--- src/rtl/tlph_pkg.sv ---
// Shared types and constants for the tagged linear-probe hash table.
// No dependencies; imported by every module in rtl/.
package tlph_pkg;

  localparam int LOG2_SLOTS = 12;
  localparam int DEPTH      = 1 << LOG2_SLOTS;
  localparam int SLOT_W     = LOG2_SLOTS;
  localparam int MIN_LOG2   = 5;

  localparam logic [31:0] CRC_POLY  = 32'h82F63B78;
  localparam logic [31:0] HASH_MULT = 32'h8648DBDB;
  localparam logic [31:0] GOLDEN    = 32'h9E3779B9;
  localparam logic [31:0] SEED_RST  = 32'hAAAAAAAA;
  localparam logic [7:0]  TAG_EMPTY = 8'hFF;
  localparam logic [3:0]  CAP_RST   = 4'd12;

  localparam logic [1:0] CMD_INSERT = 2'd0;
  localparam logic [1:0] CMD_PROBE  = 2'd1;
  localparam logic [1:0] CMD_CLEAR  = 2'd2;

  localparam logic [1:0] REG_CAPACITY = 2'd0;
  localparam logic [1:0] REG_BLOOM    = 2'd1;
  localparam logic [1:0] REG_SEED     = 2'd2;

  localparam logic [2:0] ST_INSERTED = 3'd0;
  localparam logic [2:0] ST_DUP      = 3'd1;
  localparam logic [2:0] ST_FULL     = 3'd2;
  localparam logic [2:0] ST_HIT      = 3'd3;
  localparam logic [2:0] ST_MISS     = 3'd4;
  localparam logic [2:0] ST_BLOOM    = 3'd5;
  localparam logic [2:0] ST_CLEARED  = 3'd6;

  typedef struct packed {
    logic       load;
    logic       crc_step;
    logic [2:0] byte_sel;
    logic       mul;
    logic       set_pos;
    logic       rd;
    logic       adv;
    logic       wr_ins;
    logic       clr_wr;
    logic       fin;
    logic       hit;
    logic       slot_ok;
  } dp_cmd_t;

  typedef struct packed {
    logic tag_empty;
    logic tag_eq;
    logic key_eq;
    logic bloom_fail;
    logic wrap;
    logic clr_last;
  } dp_stat_t;

endpackage

--- src/rtl/tlph_ctrl.sv ---
// Controller: sequences clear sweep, CRC bytes, hash multiply and the probe walk.
// Depends on tlph_pkg; drives tlph_datapath through dp_cmd_t.
module tlph_ctrl import tlph_pkg::*; (
  input  logic       clk,
  input  logic       rst,
  input  logic       start,
  input  logic [1:0] command,
  input  dp_stat_t   stat,
  output dp_cmd_t    cmd,
  output logic       busy,
  output logic       done,
  output logic [2:0] status
);

  typedef enum logic [2:0] {
    S_CLR, S_IDLE, S_CRC, S_MUL, S_SETPOS, S_RD, S_CHK
  } state_t;

  state_t     state, state_next;
  logic [1:0] op;
  logic [2:0] byte_cnt;
  logic       report;
  logic [2:0] res_code;

  assign busy = (state != S_IDLE);

  always_comb begin
    cmd        = '0;
    state_next = state;
    res_code   = ST_MISS;
    cmd.byte_sel = byte_cnt;
    case (state)
      S_CLR: begin
        cmd.clr_wr = 1'b1;
        if (stat.clr_last) begin
          state_next = S_IDLE;
          cmd.fin    = report;
          res_code   = ST_CLEARED;
        end
      end
      S_IDLE: begin
        if (start) begin
          cmd.load = 1'b1;
          if (command == CMD_CLEAR) begin
            state_next = S_CLR;
          end else if (command == CMD_INSERT || command == CMD_PROBE) begin
            state_next = S_CRC;
          end else begin
            cmd.fin  = 1'b1;
            res_code = ST_MISS;
          end
        end
      end
      S_CRC: begin
        cmd.crc_step = 1'b1;
        if (byte_cnt == 3'd7) begin
          state_next = S_MUL;
        end
      end
      S_MUL: begin
        cmd.mul    = 1'b1;
        state_next = S_SETPOS;
      end
      S_SETPOS: begin
        cmd.set_pos = 1'b1;
        state_next  = S_RD;
      end
      S_RD: begin
        cmd.rd     = 1'b1;
        state_next = S_CHK;
      end
      S_CHK: begin
        state_next = S_IDLE;
        cmd.fin    = 1'b1;
        if (op == CMD_PROBE && stat.bloom_fail) begin
          res_code = ST_BLOOM;
        end else if (stat.tag_empty) begin
          if (op == CMD_INSERT) begin
            cmd.wr_ins  = 1'b1;
            cmd.slot_ok = 1'b1;
            res_code    = ST_INSERTED;
          end else begin
            res_code = ST_MISS;
          end
        end else if (op == CMD_INSERT && stat.key_eq) begin
          cmd.slot_ok = 1'b1;
          res_code    = ST_DUP;
        end else if (op == CMD_PROBE && stat.tag_eq && stat.key_eq) begin
          cmd.slot_ok = 1'b1;
          cmd.hit     = 1'b1;
          res_code    = ST_HIT;
        end else if (stat.wrap) begin
          res_code = (op == CMD_INSERT) ? ST_FULL : ST_MISS;
        end else begin
          cmd.fin    = 1'b0;
          cmd.adv    = 1'b1;
          state_next = S_RD;
        end
      end
      default: state_next = S_IDLE;
    endcase
  end

  always_ff @(posedge clk) begin
    if (rst) begin
      state    <= S_CLR;
      report   <= 1'b0;
      byte_cnt <= 3'd0;
      done     <= 1'b0;
      status   <= ST_MISS;
      op       <= CMD_INSERT;
    end else begin
      state <= state_next;
      done  <= cmd.fin;
      if (cmd.fin) begin
        status <= res_code;
      end
      if (cmd.load) begin
        op       <= command;
        report   <= 1'b1;
        byte_cnt <= 3'd0;
      end else if (cmd.crc_step) begin
        byte_cnt <= byte_cnt + 3'd1;
      end
    end
  end

endmodule

--- config.mk ---
export PLATFORM = sky130hd
export DESIGN_NAME = tlph_ctrl
export DESIGN_NICKNAME = d
export VERILOG_FILES = /design/src/rtl/tlph_pkg.sv /design/src/rtl/tlph_ctrl.sv
export SDC_FILE = /design/constraint.sdc
export NUM_CORES = 1
export LEC_CHECK = 0
export CAP_MARGIN = 20
export CORE_ASPECT_RATIO = 1.75
export CORE_MARGIN = 2
export CORE_UTILIZATION = 25
export DETAILED_ROUTE_END_ITERATION = 6
export DONT_BUFFER_PORTS = 1
export SETUP_SLACK_MARGIN = 0.15
export SLEW_MARGIN = 20
export SYNTH_ARGS = -nofsm -noshare
export SYNTH_HDL_FRONTEND = slang
export SYNTH_SLANG_ARGS = --single-unit
--- constraint.sdc ---
create_clock -name clk -period 2.8 [get_ports clk]
set_clock_uncertainty 0.15 [all_clocks]
set_input_delay 0.28 -clock clk [delete_from_list [all_inputs] [get_ports clk]]
set_output_delay 0.28 -clock clk [all_outputs]
set_load 0.01 [all_outputs]
### After elaboration in Yosys (flattened, before gate mapping)

Cells that the tools add are included.

* output and inout port bits: 19
* register bits: 13
* logic and storage cells: 81
* input port bits: 11

* reductions and logical operators: 10
* $add $sub $neg: 1
* equality and inequality tests: 15
* muxes and demuxes: 49

Operator list (count)
* 2-to-1 mux 3 bit: 18
* 2-to-1 mux 1 bit: 21
* case mux 3 bit (7 select lines): 1
* 2-to-1 mux 2 bit: 7
* == test 3 bit, second input constant: 4
* == test 3 x 2 -> 1 bit, second input constant: 2
* inequality test 2 bit, second input constant: 3
* case mux 3 bit (2 select lines): 1
* == test 2 x 1 -> 1 bit, second input constant: 2
* logical AND 1 bit: 4
* logical NOT 2 bit: 2
* AND reduction 4 bit: 1
* adder 3 x 1 -> 3 bit, second input constant: 1
* == test 3 x 1 -> 1 bit, second input constant: 1
* logical NOT 3 bit: 1
* inequality test 3 x 1 -> 1 bit, second input constant: 1
* inequality test 3 bit, second input constant: 1
* case mux 1 bit (3 select lines): 1
* == test 2 bit, second input constant: 1
* OR reduction 2 bit: 1
* logical OR 1 bit: 1

### Depth between registers and ports, before layout

Gate-level depths: netlist (run 1).

* depth in word-level cells: 8
* mapped depth: 5
* depth with buffers taken out: 5

### Worst setup path before layout (run 1)

No wires, ideal clock.

* kind: reg2reg
* from: register state[2]
* to: register status[0]
* library setup time: 0.117 ns
* arrival time: 1.281 ns
* stages on the path, launching flop included: 6
* path slack: 1.252 ns
* path buffers: 1
* data required time: 2.533 ns
* clock period less this slack: 1.548 ns
* path through: dfxtp_1 -> nor4bb_1 -> buf_4 -> a32o_2 -> a21oi_4 -> a32o_1

* word-level cells in the longest chain between the ends: 2
* elaborated cells between the ends (all ways): 5
* those cells by class: eq/ne (2); mux (2); reduce/logical (1)

RTL lines
* start: declaration: RTL line tlph_ctrl.sv:19 `state_t state, state_next;`
* start signal: assignment: RTL line tlph_ctrl.sv:113 `state <= state_next;`
* == test 3 bit, or another cell as far along: RTL line tlph_ctrl.sv:32 `case (state)`
* case mux 1 bit (3 select lines) or case mux 3 bit (2 select lines) (tied branches): RTL line tlph_ctrl.sv:32
* end signal: assignment: RTL line tlph_ctrl.sv:116 `status <= res_code;`
* end: declaration: RTL line tlph_ctrl.sv:12 `output logic [2:0] status`

Parallel ways exist; a longest one is shown, timed or not.
A chain may end at the register's enable or synchronous reset.

==> results of run 1 <==
==> state kept, by name, summed over array words and instances, names as in the netlist <==
name	cells
state	3
byte_cnt	3
report	1
done	1
op	2
status	3
==> per-stage QoR <==
| step | utilization | hold WS, ns | total power [mW] | instance area [um^2] | setup slack [ns] |
|---|---|---|---|---|---|
| 2_1_floorplan | - | 0.277 | 0.247 | 797 | 1.25 |
| 3_3_place_gp | 0.268 | 0.206 | 0.252 | 833 | 0.955 |
| 3_5_place_dp | 0.268 | 0.207 | 0.254 | 833 | 0.894 |
| 4_1_cts | 0.286 | 0.0418 | 0.422 | 888 | 0.640 |
| 5_1_grt | 0.286 | 0.0579 | 0.432 | 888 | 0.553 |
| 6_report | 0.286 | 0.0462 | 0.413 | 888 | 0.652 |
==> synth_stat cells, types with 3 or more instances <==
library cell  instances
mux2i_1               5
a21oi_1               4
nand2_1               7
nor2b_1               3
nor3_1                5
dfxtp_1              13
nor2_1               13
o21a_1                3
o21ai_0               4
inv_1                 6
==> metal layers <==
| layer | track usage | part of all wire | wire length [um] | vias to the layer above |
|---|---|---|---|---|
| li1 | - | - | - | 342 |
| met1 | 0.0827 | 0.35 | 643 | 311 |
| met2 | 0.186 | 0.53 | 978 | 23 |
| met3 | 0.0432 | 0.11 | 197 | 2 |
| met4 | 0.0583 | 0.017 | 32 | 0 |
| met5 | 0 | 0 | 0 | - |
==> where the power goes <==
part	leakage (nW)	switching (mW)	total (mW)	internal, mW
registers	0.105	0.0130	0.204	0.191
clock network	0.0228	0.0608	0.161	0.100
logic	0.209	0.0254	0.0481	0.0227
total	0.337	0.0992	0.413	0.314
==> kinds of logic after synthesis <==
group                      after synthesis
adders and majority gates                2
AOI/OAI and AO/OA                       20
buffers and inverters                   13
DFF                                     13
and+or+nand+nor                         43
muxes                                    5
xor gates and xnor gates                 1
==> final cells by class <==
cell class | count | area (um^2)
Sequential cell | 13 | 260
Fill cell | 355 | 2220
Multi-Input combinational cell | 71 | 485
Inverter | 7 | 26.3
Timing Repair Buffer | 2 | 17.5
Tap cell | 43 | 53.8
Clock buffer | 4 | 45.0
==> cells in the final DEF (no fill, tap or decap), types with 2 or more instances in the layout <==
cell	netlist	layout
nor2_1	13	13
dfxtp_1	13	13
nand2_1	7	7
inv_1	6	6
nor3_1	5	5
mux2i_1	5	5
o21ai_0	4	4
a21oi_1	4	4
nor2b_1	3	3
o21a_1	3	3
clkbuf_8	0	3
nand3b_1	2	2
nand2b_1	2	2
nor3b_1	2	2
a211oi_1	2	2
ha_1	2	2
==> worst paths after layout <==
check,startpoint,to,slack [ns],cells past startpoint
worst max-delay path,state[2],cmd[2],0.65,5
worst min-delay path,command[0],op[0],0.05,2
worst max register to register,state[0],status[0],0.90,5
worst min register to register,report,report,0.35,2
==> worst max-delay path, delay by kind of cell, from the launching register on <==
family	cells	cell delay (ns)
DFF	1	0.62
and+or+nand+nor	1	0.10
AOI/OAI and AO/OA	2	0.48
buffers and inverters	2	0.28
==> repair_timing <==
action,in CTS,in global routing
endpoints found under the hold margin,7,0
setup endpoints to repair,0,0
hold buffers,1,0
==> summary.md, run 1 <==
| Metric | Value |
|---|---|
| Outcome | finished, final reports clean |
| DRT Pass-1 Iters | 4 |
| Dpl cells | between 100 and 150 |
| Slew HR | 0.650 |
| Largest net degree at the start of global routing | 16 |
| Share of cells above drive strength 1 | 0.0928 |
| Final number of setup-violating endpoints | 0 |
| Period utilization | 0.767 |
| Final Max Slew Viols | 0 |
| Worst-Margin Slew | 0.520 ns |
| TritonCTS clock tree | yes |
| Port Buffers | 0 |
| Cell taking the most area after synthesis | dfxtp_1 |
| Antenna-violating nets left | 0 |
| CP endpoint kind | primary output |
| Postcts setup bufs | 0 |
| H-Tree Depth | 1 |
| Gr ovfl total | 0 |
| Number of global-route vias before repair | ~620 |
| Async SR Flop Fraction | 0 |
| Routed Wire Length | roughly 1.9 mm |
| CTS buffer count | 3 |
| Unrepaired setup endpoints after global routing | false |
| Die X | 46.7 um |
| Period minus WS final | 2.15 ns |
| Clock root buffer | clkbuf_8 |
| Routed length per instance | 13.2 um |
| Die ar. | 3670 um^2 |
| Sequential area share after synthesis | 0.327 |
| Worst Path Max Fanout | 14 |
| DR vias | 678 |
| Syn-to-layout area delta | 11.5% |
| Post-Synth Simple-Gate Area | 0.312 |
| # IOs | 30 |
| Main flop type after synthesis | dfxtp_1 |
| DRC | 0 |
| Post-Synth XOR/XNOR Area | 0.0110 |
| Mapped Cells | 97 |
| PD cells | 465 nW/um^2 |
| Fraction of synthesized area in multiplexers | 0.0628 |
| Syn Std Cell Area | 797 um^2 |
| RePlAce Congestion | 0.740 |
| Max_cap viols | 0 |
| CTS max path bufs | 2 |
| Row cnt | 27 |
| First-pass GRT wire length | 2.66 mm |
| Final Non-Filler Cells | 140 |
| DIE HEIGHT | 78.7 um |
| Distinct cells, synth | 37 |
| Worst EP required | 2.37 ns |
| Initial cell density of the core | 0.256 |
| Via density per instance | about 4.8 |
| Fin. Hold Viols | 0 |
| FF+latch count, synth | 13 |
| Main combinational cell family by area after synthesis | simple AND/OR/NAND/NOR gates |
| Worst-path cell chain | nor4bb_2 -> buf_4 -> a32o_2 -> a21oi_4 -> inv_2 |
| Ant diodes | 0 |
| EDFF count, synth | 0 |
| Worst hold path type | in2reg |
| Initial antenna violation count | 0 |
| Syn_nets | 110 |
| Post_cts resized | 0 |
| Post-synthesis compound-gate area fraction | 0.184 |
| Kind of critical path | reg2out |
| Setup tns final | 0 ns |
| Worst path slowest cell | dfxtp_1 |
| Core ar. | 3110 um^2 |
| Clock sink count | 13 |
| Nets@finish | 111 |
| Critical Path Source Type | register |
| Crit path largest cell delay | 0.62 ns |
| P_leak | 0.337 nW |
| Final HPWL DP | 1.52 mm |
| F_max | 0.465 GHz |
| Clock latency on the worst-skew pair | 0.23 ns |
| Data arrival, critical path | 1.72 ns |
| Post-synth top area share | 0.327 |
| Dominant cells by area after synthesis | dfxtp_1 33%, mux2i_1 6.3%, nor2_1 6.1%, nand2_1 3.3%, ha_1 3.1% |
| CTS clk-pin slew, worst paths | about 0.05 ns |
| Tot GR Track Use | 0.102 |
| Max VDD drop | roughly 0.15 mV |
| Starting DRC count in detailed routing | 9 |
| Adder-cell share of the synthesized area | 0.0314 |
| Mean Syn Cell Area | 8.22 um^2 |
| Yosys warns | 0 |
Power figures use the tool's default switching activity.
==> run 2, diff against run 1 <==
==> constraint.sdc (replaced) <==
create_clock -name clk -period 2.2 [get_ports clk]
set_clock_uncertainty 0.15 [all_clocks]
set_input_delay 0.22 -clock clk [delete_from_list [all_inputs] [get_ports clk]]
set_output_delay 0.22 -clock clk [all_outputs]
set_load 0.01 [all_outputs]
==> run 2 against run 1 <==
Against the previous run: first-iteration DRC count up 44%; sequential share of layout area down 0.59 points; global-route usage grew 0.70 points; clock power is 34% higher; core utilization up 1.0 points.
==> summary.md, run 2 (same netlist as run 1, synthesis figures left out) <==
| Metric | Value |
|---|---|
| Nets@finish | around 110 |
| Worst setup path start | state[1] |
| Routed Wire Length | between 2 and 2.5 mm |
| Gr ovfl total | 0 |
| First-pass GRT wire length | 2.88 mm |
| Cell Area, Placed | 833 um^2 |
| Antenna-violating nets left | 0 |
| Final HPWL DP | 1.53 mm |
| Worst EP required | 1.83 ns |
| Via density per instance | 4.92 |
| Number of global-route vias before repair | 668 |
| Reg-to-Reg Start | state[1] |
| CTS max path bufs | 2 |
| Setup WS post-layout | 0.232 ns |
| Final number of setup-violating endpoints | 0 |
| Period minus WS final | 1.97 ns |
| Die ar. | ~3700 um^2 |
| DIE HEIGHT | 78.7 um |
| Worst hold slack | 0.0263 ns |
| Reg2reg path depth | 4 |
| Critical Path Source Type | register |
| Clock group share of total power | 0.397 |
| Clock latency on the worst-skew pair | 0.25 ns |
| # IOs | 30 |
| Seq pwr share | 0.482 |
| DRT Pass-1 Iters | 4 |
| Largest net degree at the start of global routing | 16 |
| P_leak | between 0.3 and 0.4 nW |
| Cells on Worst Hold Path | 2 |
| Share of cells above drive strength 1 | 0.141 |
| Ant diodes | 0 |
| Worst Path Max Fanout | 15 |
| Commonest non-fill, non-tap cell in the layout | nor2_1 |
| Starting DRC count in detailed routing | 13 |
| F_max | 0.508 GHz |
| Max VDD drop | 0.146 mV |
| Sw Ratio | 0.260 |
| Syn-to-layout area delta | 15.4% |
| Port Buffers | 0 |
| DR vias | 699 |
| Routed length per instance | 14.4 um |
| Clock root buffer | clkbuf_8 |
| Tot GR Track Use | 0.109 |
| Initial antenna violation count | 0 |
| NetSw | 141 uW |
| Final Max Slew Viols | 0 |
| Max_cap viols | 0 |
| Outcome | finished, final reports clean |
| CTS clk-pin slew, worst paths | about 0.060 ns |
| P_int | 400 uW |
| Top Registers | byte_cnt: 3 flops, state: 3 flops, status: 3 flops |
| Core ar. | ~3100 um^2 |
| Worst hold path type | in2reg |
| CP endpoint kind | primary output |
| Most frequent cells in the layout | 13 x nor2_1, 10 x dfxtp_1, 7 x nand2_1 |
| Unrepaired setup endpoints after global routing | true |
| Row cnt | 27 |
| Worst-Margin Slew | 0.485 ns |
| Setup tns final | 0 ns |
| DRC | 0 |
| RePlAce Congestion | 0.770 |
| Period utilization | 0.895 |
| Data arrival, critical path | approximately 1.6 ns |
| Logic pwr share | 0.121 |
| Slew HR | 0.676 |
| PD cells | 588 nW/um^2 |
| TritonCTS clock tree | yes |
| CTS buffer count | 3 |
| Fin. Hold Viols | 0 |
| Kind of critical path | reg2out |
| Initial cell density of the core | 0.256 |
| Hold Startpoint | rst |
| Clock sink count | 13 |
| Final Power | 541 uW |
| H-Tree Depth | 1 |
| Dpl ws | roughly 0.40 ns |
| Die X | 46.7 um |
| # fillers | 343 |
| Post-route cell area | 920 um^2 |
run 2: routing by layer:
metal | share of wire | global-route usage
met1 | 0.36 | 0.0884
met2 | 0.52 | 0.207
met3 | 0.095 | 0.0364
met4 | 0.017 | 0.0583
met5 | 0 | 0
run 2: through the flow:
step | instances | util
after floorplan | 97 | -
after global placement | 135 | 0.268
after detailed placement | 135 | 0.268
after CTS | 142 | 0.293
after global routing | 142 | 0.296
final | 142 | 0.296
run 2: path summary, 6_finish.rpt:
path                                  end  slack, ns
worst max-delay path               cmd[1]       0.23
worst min-delay path            status[2]       0.03
worst max register to register  status[0]       0.49
worst min register to register     report       0.37
run 2: worst max-delay path, stage by stage (launching register included):
cell and delay (ns):
dfxtp_1 0.62, nand4bb_1 0.31, nor4_2 0.42
run 2: layout make-up:
| class | instances | area (um^2) | share of cell area |
|---|---|---|---|
| well taps | 43 | 53.8 | 0.0585 |
| inverters | 7 | 26.3 | 0.0286 |
| multi-input cells | 71 | 492 | 0.535 |
| clock inverters | 1 | 5.00 | 0.00544 |
| flip-flops and latches | 13 | 264 | 0.287 |
| clock buffers | 3 | 41.3 | 0.0449 |
| repair buffers | 4 | 37.5 | 0.0408 |
run 2: power groups by stage:
stage | Combinational [mW] | Sequential (mW) | Clock, mW
6_report | 0.0654 | 0.261 | 0.215
2_1_floorplan | 0.0611 | 0.254 | 0
3_5_place_dp | 0.0579 | 0.265 | 0
4_1_cts | 0.0649 | 0.260 | 0.217
3_3_place_gp | 0.0572 | 0.264 | 0
5_1_grt | 0.0722 | 0.262 | 0.227
run 2: timing repair:
item                                    CTS  global route
endpoints found under the hold margin     8             0
resized for setup                         0             4
hold buffers                              3             0
endpoints found under the setup margin    0             2
setup buffers                             0             0
